### src/hw/rtl/stl_pkg.sv
// ----------------------------------------------------------------------------
// Sorted timeout list package
// Shared widths, codes and the command and status bundles that pass between
// the controller and the datapath.
// ----------------------------------------------------------------------------
package stl_pkg;

  localparam int CMD_W    = 2;
  localparam int STATUS_W = 2;
  localparam int ID_W     = 16;
  localparam int TIME_W   = 63;
  localparam int GAP_W    = 64;
  localparam int IN_W     = 144;

  localparam logic [CMD_W-1:0] CMD_INSERT = 2'd0;
  localparam logic [CMD_W-1:0] CMD_REMOVE = 2'd1;
  localparam logic [CMD_W-1:0] CMD_POLL   = 2'd2;

  localparam logic [STATUS_W-1:0] ST_OK       = 2'd0;
  localparam logic [STATUS_W-1:0] ST_FULL     = 2'd1;
  localparam logic [STATUS_W-1:0] ST_NOTFOUND = 2'd2;

  typedef enum logic [1:0] {
    RA_IDX,
    RA_DEC,
    RA_INC,
    RA_ZERO
  } ra_sel_t;

  typedef enum logic {
    WD_READ,
    WD_NEW
  } wd_sel_t;

  typedef enum logic [2:0] {
    IX_HOLD,
    IX_COUNT,
    IX_ZERO,
    IX_INC,
    IX_DEC
  } ix_op_t;

  typedef struct packed {
    logic                load;
    logic                rd_en;
    ra_sel_t             rd_sel;
    logic                wr_en;
    wd_sel_t             wr_sel;
    ix_op_t              ix_op;
    logic                cnt_inc;
    logic                cnt_dec;
    logic                set_status;
    logic [STATUS_W-1:0] status;
    logic                set_exp;
    logic                out_load;
  } dp_cmd_t;

  typedef struct packed {
    logic [CMD_W-1:0] cmd;
    logic             full;
    logic             cnt_zero;
    logic             idx_zero;
    logic             idx_end;
    logic             idx_last;
    logic             rd_gt;
    logic             rd_expired;
    logic             rd_id_eq;
  } dp_sts_t;

endpackage

### src/hw/rtl/stl_ctrl.sv
// ----------------------------------------------------------------------------
// Sorted timeout list controller
// Sequences the scan and shift steps of each operation over the datapath and
// runs the stream handshakes.
// ----------------------------------------------------------------------------
module stl_ctrl (
  input  logic             clk,
  input  logic             rst_n,
  input  logic             in_tvalid,
  output logic             in_tready,
  output logic             out_tvalid,
  input  logic             out_tready,
  input  stl_pkg::dp_sts_t sts,
  output stl_pkg::dp_cmd_t cmd
);
  import stl_pkg::*;

  typedef enum logic [11:0] {
    S_IDLE      = 12'b000000000001,
    S_DECODE    = 12'b000000000010,
    S_INS_CHK   = 12'b000000000100,
    S_INS_EVAL  = 12'b000000001000,
    S_INS_PUT   = 12'b000000010000,
    S_REM_CHK   = 12'b000000100000,
    S_REM_EVAL  = 12'b000001000000,
    S_POLL_EVAL = 12'b000010000000,
    S_SHF_CHK   = 12'b000100000000,
    S_SHF_MOV   = 12'b001000000000,
    S_FIN       = 12'b010000000000,
    S_EMIT      = 12'b100000000000
  } state_t;

  state_t state_r;
  state_t state_nxt;
  logic   out_tvalid_r;
  logic   out_tvalid_nxt;
  logic   slot_free;

  assign in_tready  = (state_r == S_IDLE);
  assign out_tvalid = out_tvalid_r;
  assign slot_free  = !out_tvalid_r || out_tready;

  always_comb begin
    state_nxt      = state_r;
    cmd            = '0;
    out_tvalid_nxt = out_tvalid_r && !out_tready;
    case (state_r)
      S_IDLE: begin
        if (in_tvalid) begin
          cmd.load  = 1'b1;
          state_nxt = S_DECODE;
        end
      end
      S_DECODE: begin
        case (sts.cmd)
          CMD_INSERT: begin
            if (sts.full) begin
              cmd.set_status = 1'b1;
              cmd.status     = ST_FULL;
              state_nxt      = S_FIN;
            end else begin
              cmd.ix_op = IX_COUNT;
              state_nxt = S_INS_CHK;
            end
          end
          CMD_REMOVE: begin
            cmd.ix_op = IX_ZERO;
            state_nxt = S_REM_CHK;
          end
          CMD_POLL: begin
            if (sts.cnt_zero) begin
              state_nxt = S_FIN;
            end else begin
              cmd.rd_en  = 1'b1;
              cmd.rd_sel = RA_ZERO;
              state_nxt  = S_POLL_EVAL;
            end
          end
          default: begin
            state_nxt = S_FIN;
          end
        endcase
      end
      S_INS_CHK: begin
        if (sts.idx_zero) begin
          state_nxt = S_INS_PUT;
        end else begin
          cmd.rd_en  = 1'b1;
          cmd.rd_sel = RA_DEC;
          state_nxt  = S_INS_EVAL;
        end
      end
      S_INS_EVAL: begin
        if (sts.rd_gt) begin
          cmd.wr_en  = 1'b1;
          cmd.wr_sel = WD_READ;
          cmd.ix_op  = IX_DEC;
          state_nxt  = S_INS_CHK;
        end else begin
          state_nxt = S_INS_PUT;
        end
      end
      S_INS_PUT: begin
        cmd.wr_en   = 1'b1;
        cmd.wr_sel  = WD_NEW;
        cmd.cnt_inc = 1'b1;
        state_nxt   = S_FIN;
      end
      S_REM_CHK: begin
        if (sts.idx_end) begin
          cmd.set_status = 1'b1;
          cmd.status     = ST_NOTFOUND;
          state_nxt      = S_FIN;
        end else begin
          cmd.rd_en  = 1'b1;
          cmd.rd_sel = RA_IDX;
          state_nxt  = S_REM_EVAL;
        end
      end
      S_REM_EVAL: begin
        if (sts.rd_id_eq) begin
          state_nxt = S_SHF_CHK;
        end else begin
          cmd.ix_op = IX_INC;
          state_nxt = S_REM_CHK;
        end
      end
      S_POLL_EVAL: begin
        if (sts.rd_expired) begin
          cmd.set_exp = 1'b1;
          cmd.ix_op   = IX_ZERO;
          state_nxt   = S_SHF_CHK;
        end else begin
          state_nxt = S_FIN;
        end
      end
      S_SHF_CHK: begin
        if (sts.idx_last) begin
          cmd.cnt_dec = 1'b1;
          state_nxt   = S_FIN;
        end else begin
          cmd.rd_en  = 1'b1;
          cmd.rd_sel = RA_INC;
          state_nxt  = S_SHF_MOV;
        end
      end
      S_SHF_MOV: begin
        cmd.wr_en  = 1'b1;
        cmd.wr_sel = WD_READ;
        cmd.ix_op  = IX_INC;
        state_nxt  = S_SHF_CHK;
      end
      S_FIN: begin
        cmd.rd_en  = 1'b1;
        cmd.rd_sel = RA_ZERO;
        state_nxt  = S_EMIT;
      end
      S_EMIT: begin
        if (slot_free) begin
          cmd.out_load   = 1'b1;
          out_tvalid_nxt = 1'b1;
          state_nxt      = S_IDLE;
        end
      end
      default: begin
        state_nxt = S_IDLE;
      end
    endcase
  end

  always_ff @(posedge clk) begin
    if (!rst_n) begin
      state_r      <= S_IDLE;
      out_tvalid_r <= 1'b0;
    end else begin
      state_r      <= state_nxt;
      out_tvalid_r <= out_tvalid_nxt;
    end
  end

endmodule

### config.mk
export PLATFORM = sky130hd
export DESIGN_NAME = stl_ctrl
export DESIGN_NICKNAME = d
export VERILOG_FILES = /design/src/hw/rtl/stl_pkg.sv /design/src/hw/rtl/stl_ctrl.sv
export SDC_FILE = /design/constraint.sdc
export NUM_CORES = 1
export LEC_CHECK = 0
export BUFFER_PORTS_ARGS = -buffer_cell sky130_fd_sc_hd__buf_2
export CORE_MARGIN = 2
export CORE_UTILIZATION = 50
export CTS_BUF_LIST = sky130_fd_sc_hd__clkbuf_16
export DETAILED_ROUTE_END_ITERATION = 6
export GPL_ROUTABILITY_DRIVEN = 0
export PLACE_DENSITY_LB_ADDON = 0.2
export SYNTH_ARGS = -nofsm -noshare
export SYNTH_HDL_FRONTEND = slang
export SYNTH_SLANG_ARGS = --single-unit
### constraint.sdc
create_clock -name clk -period 1.95 [get_ports clk]
set_input_delay 0.39 -clock clk [delete_from_list [all_inputs] [get_ports clk]]
set_output_delay 0.39 -clock clk [all_outputs]
set_load 0.05 [all_outputs]
==> results of run 1 <==
==> per-stage QoR <==
stage | util | area, µm² | setup TNS [ps] | std cells | setup slack, ps
2_1_floorplan | - | 1150 | -700 | 130 | -279
3_3_place_gp | 0.792 | 1570 | -1270 | 220 | -178
3_5_place_dp | 0.792 | 1570 | -1970 | 220 | -295
==> cells in the mapped netlist, drive strengths merged (4+ instances only) <==
cell type,count
a21oi,4
buf,5
dfxtp,13
inv,7
nand2,14
nand2b,7
nand3,7
nor2,15
nor4,6
nor4b,6
o21ai,5
or4,4
==> logic make-up after synthesis <==
family,Yosys count
buffers and inverters,13
and+or+nand+nor,79
DFF,13
muxes,2
AOI/OAI and AO/OA,20
xor gates and xnor gates,3
==> summary.txt, run 1 <==
Placement
  • Hpwl dp: 2730 µm
  • Port Buffers: 31

Clock network
  • Clk root buf: clkbuf_16
  • H-Tree Depth: 1
  • CTS resizes: 84
  • CTS max path bufs: 2
  • CTS sink count: 13
  • CTS Hold Bufs: 0
  • CTS Buf Count: 3
  • Post-CTS Setup Inserts: 6

Status
  • Stage where the flow stopped: clock tree synthesis
  • Status: stopped before the end
  • First Err: [ERROR DPL-0033] detailed placement checks failed during check placement.

Synthesis
  • Synth Area in Compound Gates: 0.125
  • Simple-gate portion of the synthesized area: 0.517
  • Adder-cell share of the synthesized area: 0
  • Largest family of logic cells by synthesized area: simple AND/OR/NAND/NOR gates
  • Fraction of registers with async set/reset: 0
  • Syn_area_per_cell: 8.16 µm²
  • Post-synthesis cell count: 130
  • Post-synthesis mux area share: 0.0189
  • Yosys warning total: 0
  • Synth cell types: 42
  • Sequential element share of the synthesized area: 0.245
  • Xor/xnor cell area share of the yosys netlist: 0.0248
  • Netlist Area Pre-Place: 1060 µm²
  • Synth Register Bits: 13
  • Synth top area share: 0.245
  • Ys flop type: dfxtp_1
  • Post-synth EDFFs: 0
  • Mapped Nets: 144
  • Ranking of synthesized cells by area: dfxtp_1, nor4_4, nor2_1, nor4b_1, nand2_1
  • Synth area leader: dfxtp_1

Floorplanning
  • I/O pin count: 32
  • Chip Width: 50.1 µm
  • Num rows: 16
  • Initial core utilization: 0.535
  • Die Y-Extent: 50.1 µm
==> run 2: changes to the inputs <==
Settings changed: CORE_AREA set to 2 2 63 65, CORE_MARGIN 2 to not set, CORE_UTILIZATION 50 to not set, CTS_BUF_LIST sky130_fd_sc_hd__clkbuf_16 to not set, DIE_AREA set to 0 0 65 67, PLACE_DENSITY_LB_ADDON 0.2 to 0.15.
==> run 2 against run 1 <==
Against the previous run: the flow now finishes, with violations (setup timing); synthesized cell count stayed put; area after synthesis unchanged.
==> summary.txt, run 2 <==
Synthesis
  • Synth top area share: 0.245
  • Post-synthesis cell count: 130
  • Mapped Nets: 144
  • Yosys warning total: 0
  • Synth area leader: dfxtp_1
  • Synth Register Bits: 13
  • Top-count cell post-synth: nor2_1
  • Ranking of synthesized cells by area: dfxtp_1, nor4_4, nor2_1, nor4b_1, nand2_1
  • Synth cell types: 42
  • Sequential element share of the synthesized area: 0.245
  • Syn_area_per_cell: 8.16 µm²
  • Fraction of registers with async set/reset: 0
  • Netlist Area Pre-Place: 1060 µm²
  • Ys flop type: dfxtp_1
  • Post-synth EDFFs: 0
  • Commonest cells in the netlist: nor2_1, dfxtp_1, nand2_1

Run
  • MaxCap Viol Count: 0

Global routing
  • Initial antenna violation count: 0
  • Largest net degree at the start of global routing: 9
  • Total track usage: 0.185
  • Global route total overflow: 0
  • Number of global-route vias before repair: 1274
  • First-pass GRT wire length: 6030 µm

Layout
  • Antenna cells: 0
  • Commonest non-fill, non-tap cell in the layout: buf_4
  • Final instance area: 1970 µm²
  • Max reg flops: 12
  • Share of cells above drive strength 1: 0.649
  • Area grow syn2layout: 86.0%
  • Top reg by flops: state_r
  • Most frequent cells in the layout: buf_4, buf_2, nor2_1, buf_6, buf_8
  • Final core utilization: 0.547
  • Final Non-Filler Cells: 253
  • Filler cells: 347
  • Fin nets: 220

Pwr
  • Switching Fraction: 0.321
  • Combinational share of power: 0.353
  • Sw power: 0.261 mW
  • Peak supply drop: 0.229 mV
  • Pint: 0.553 mW
  • Flop pwr share: 0.345
  • Clock share of power: 0.302
  • Total power: 0.814 mW
  • Pwr dens: 413 nW/µm²
  • Leakage: 0.897 nW

Drt
  • WL/cell: 14.7 µm
  • DR iter-0 viols: 27
  • Final WL: 3710 µm
  • Final ANT Viol Nets: 0
  • Vias/cell: 5.04
  • Vias post-DR: 1275
  • DRC viols: 0
  • First-pass DRT Iterations: 4

Clock network
  • CTS Hold Bufs: 0
  • CTS sink count: 13
  • Worst-path clk slew: 60 ps
  • Clk root buf: clkbuf_8
  • CTS tree: built
  • CTS Buf Count: 3
  • Worst-Skew Late Latency: 240 ps
  • H-Tree Depth: 1
  • CTS max path bufs: 2

STA
  • Fin. Hold Viols: 0
  • Fin worst setup slack: -355 ps
  • Fmax: 434 MHz
  • Sum Neg Setup Slack: -3850 ps
  • Pins over their slew limit: 0
  • Clk_skew: 0.814 ps
  • RSZ-0062 raised after global routing: true
  • Worst Max-Slew Pin Slew: 426 ps
  • Final period util: 1.18
  • Post-layout min period: 2310 ps
  • Setup-failing EPs final: 16
  • Hold slack: 364 ps
  • Worst slew margin: 0.715

Floorplanning
  • Die footprint: 4360 µm²
  • Chip Width: 65 µm
  • Die Y-Extent: 67 µm
  • Initial core utilization: 0.294
  • Core Box Area: 3610 µm²
  • I/O pin count: 32
  • Num rows: 22

Status
  • Failing checks: setup timing
  • Status: finished with violations

Setup path
  • Crit path max fanout: 5
  • Worst path buffer plus inverter count: 1
  • Cell breakdown of the critical path: or4_4 -> nor3_4 -> and4_4 -> nor2_4 -> o311ai_4 -> buf_6
  • Crit path launch type: register
  • Setup Crit Path Kind: reg -> out
  • Worst stage delay on the critical path: 570 ps
  • Crit end category: output pin
  • Worst Path Arrival: 1920 ps
  • CP required: 1560 ps
  • Critical path's top delay family: simple AND/OR/NAND/NOR gates
  • Critical-path top delay cell: or4_4

Placement
  • Hpwl dp: 2780 µm
  • DP Worst Slack: -220 ps
  • # placed instances: 243
  • Port Buffers: 31
  • Placed cell area: 1610 µm²

Min path
  • Hold Path Class: in -> reg
-- run 2: worst paths after layout --
kind	cells after the start	endpoint	slack (ps)	startpoint
max	6	cmd[14]	-360	state_r[4]
min	2	state_r[9]	360	sts[3]
max reg2reg	6	state_r[0]	90	state_r[11]
min reg2reg	2	out_tvalid	570	out_tvalid
-- run 2: what timing repair did --
action / 4_1_cts / 5_1_grt
buffers inserted: 3 / 5
resized for setup: 63 / 17
pin swaps: 5 / 8
endpoints found under the setup margin: 17 / 17
-- run 2: area by class of cell --
| class | instances | area, µm² | area share |
|---|---|---|---|
| sequential | 13 | 282 | 0.143 |
| inverter | 7 | 26.3 | 0.0133 |
| clock buffer | 4 | 45.0 | 0.0228 |
| tap | 48 | 60.1 | 0.0304 |
| timing repair buffer | 77 | 648 | 0.328 |
| multi-input combinational | 104 | 912 | 0.462 |
-- run 2: cells by family (layout without fill, tap and decap cells) --
logic type | count (synthesis) | in the layout | synth area share
simple gates | 79 | 79 | 0.517
compound gates | 20 | 20 | 0.125
flops | 13 | 13 | 0.245
buf+inv | 13 | 88 | 0.0696
xor+xnor | 3 | 3 | 0.0248
mux | 2 | 2 | 0.0189
-- run 2: routing by layer --
layer	global-route usage	vias up	share of wire
met1	0.208	593	0.40
met5	0	-	0
li1	-	629	-
met2	0.334	44	0.52
met3	0.0287	9	0.054
met4	0.0984	0	0.026
-- run 2: power groups by stage --
stage / clock network, mW / registers (mW) / logic [mW]
final: 0.246 / 0.281 / 0.288
after global routing: 0.266 / 0.281 / 0.307
after detailed placement: 0 / 0.289 / 0.233
after global placement: 0 / 0.289 / 0.230
after CTS: 0.251 / 0.282 / 0.257
after floorplan: 0 / 0.286 / 0.141
(Power assumes the default switching activity.)
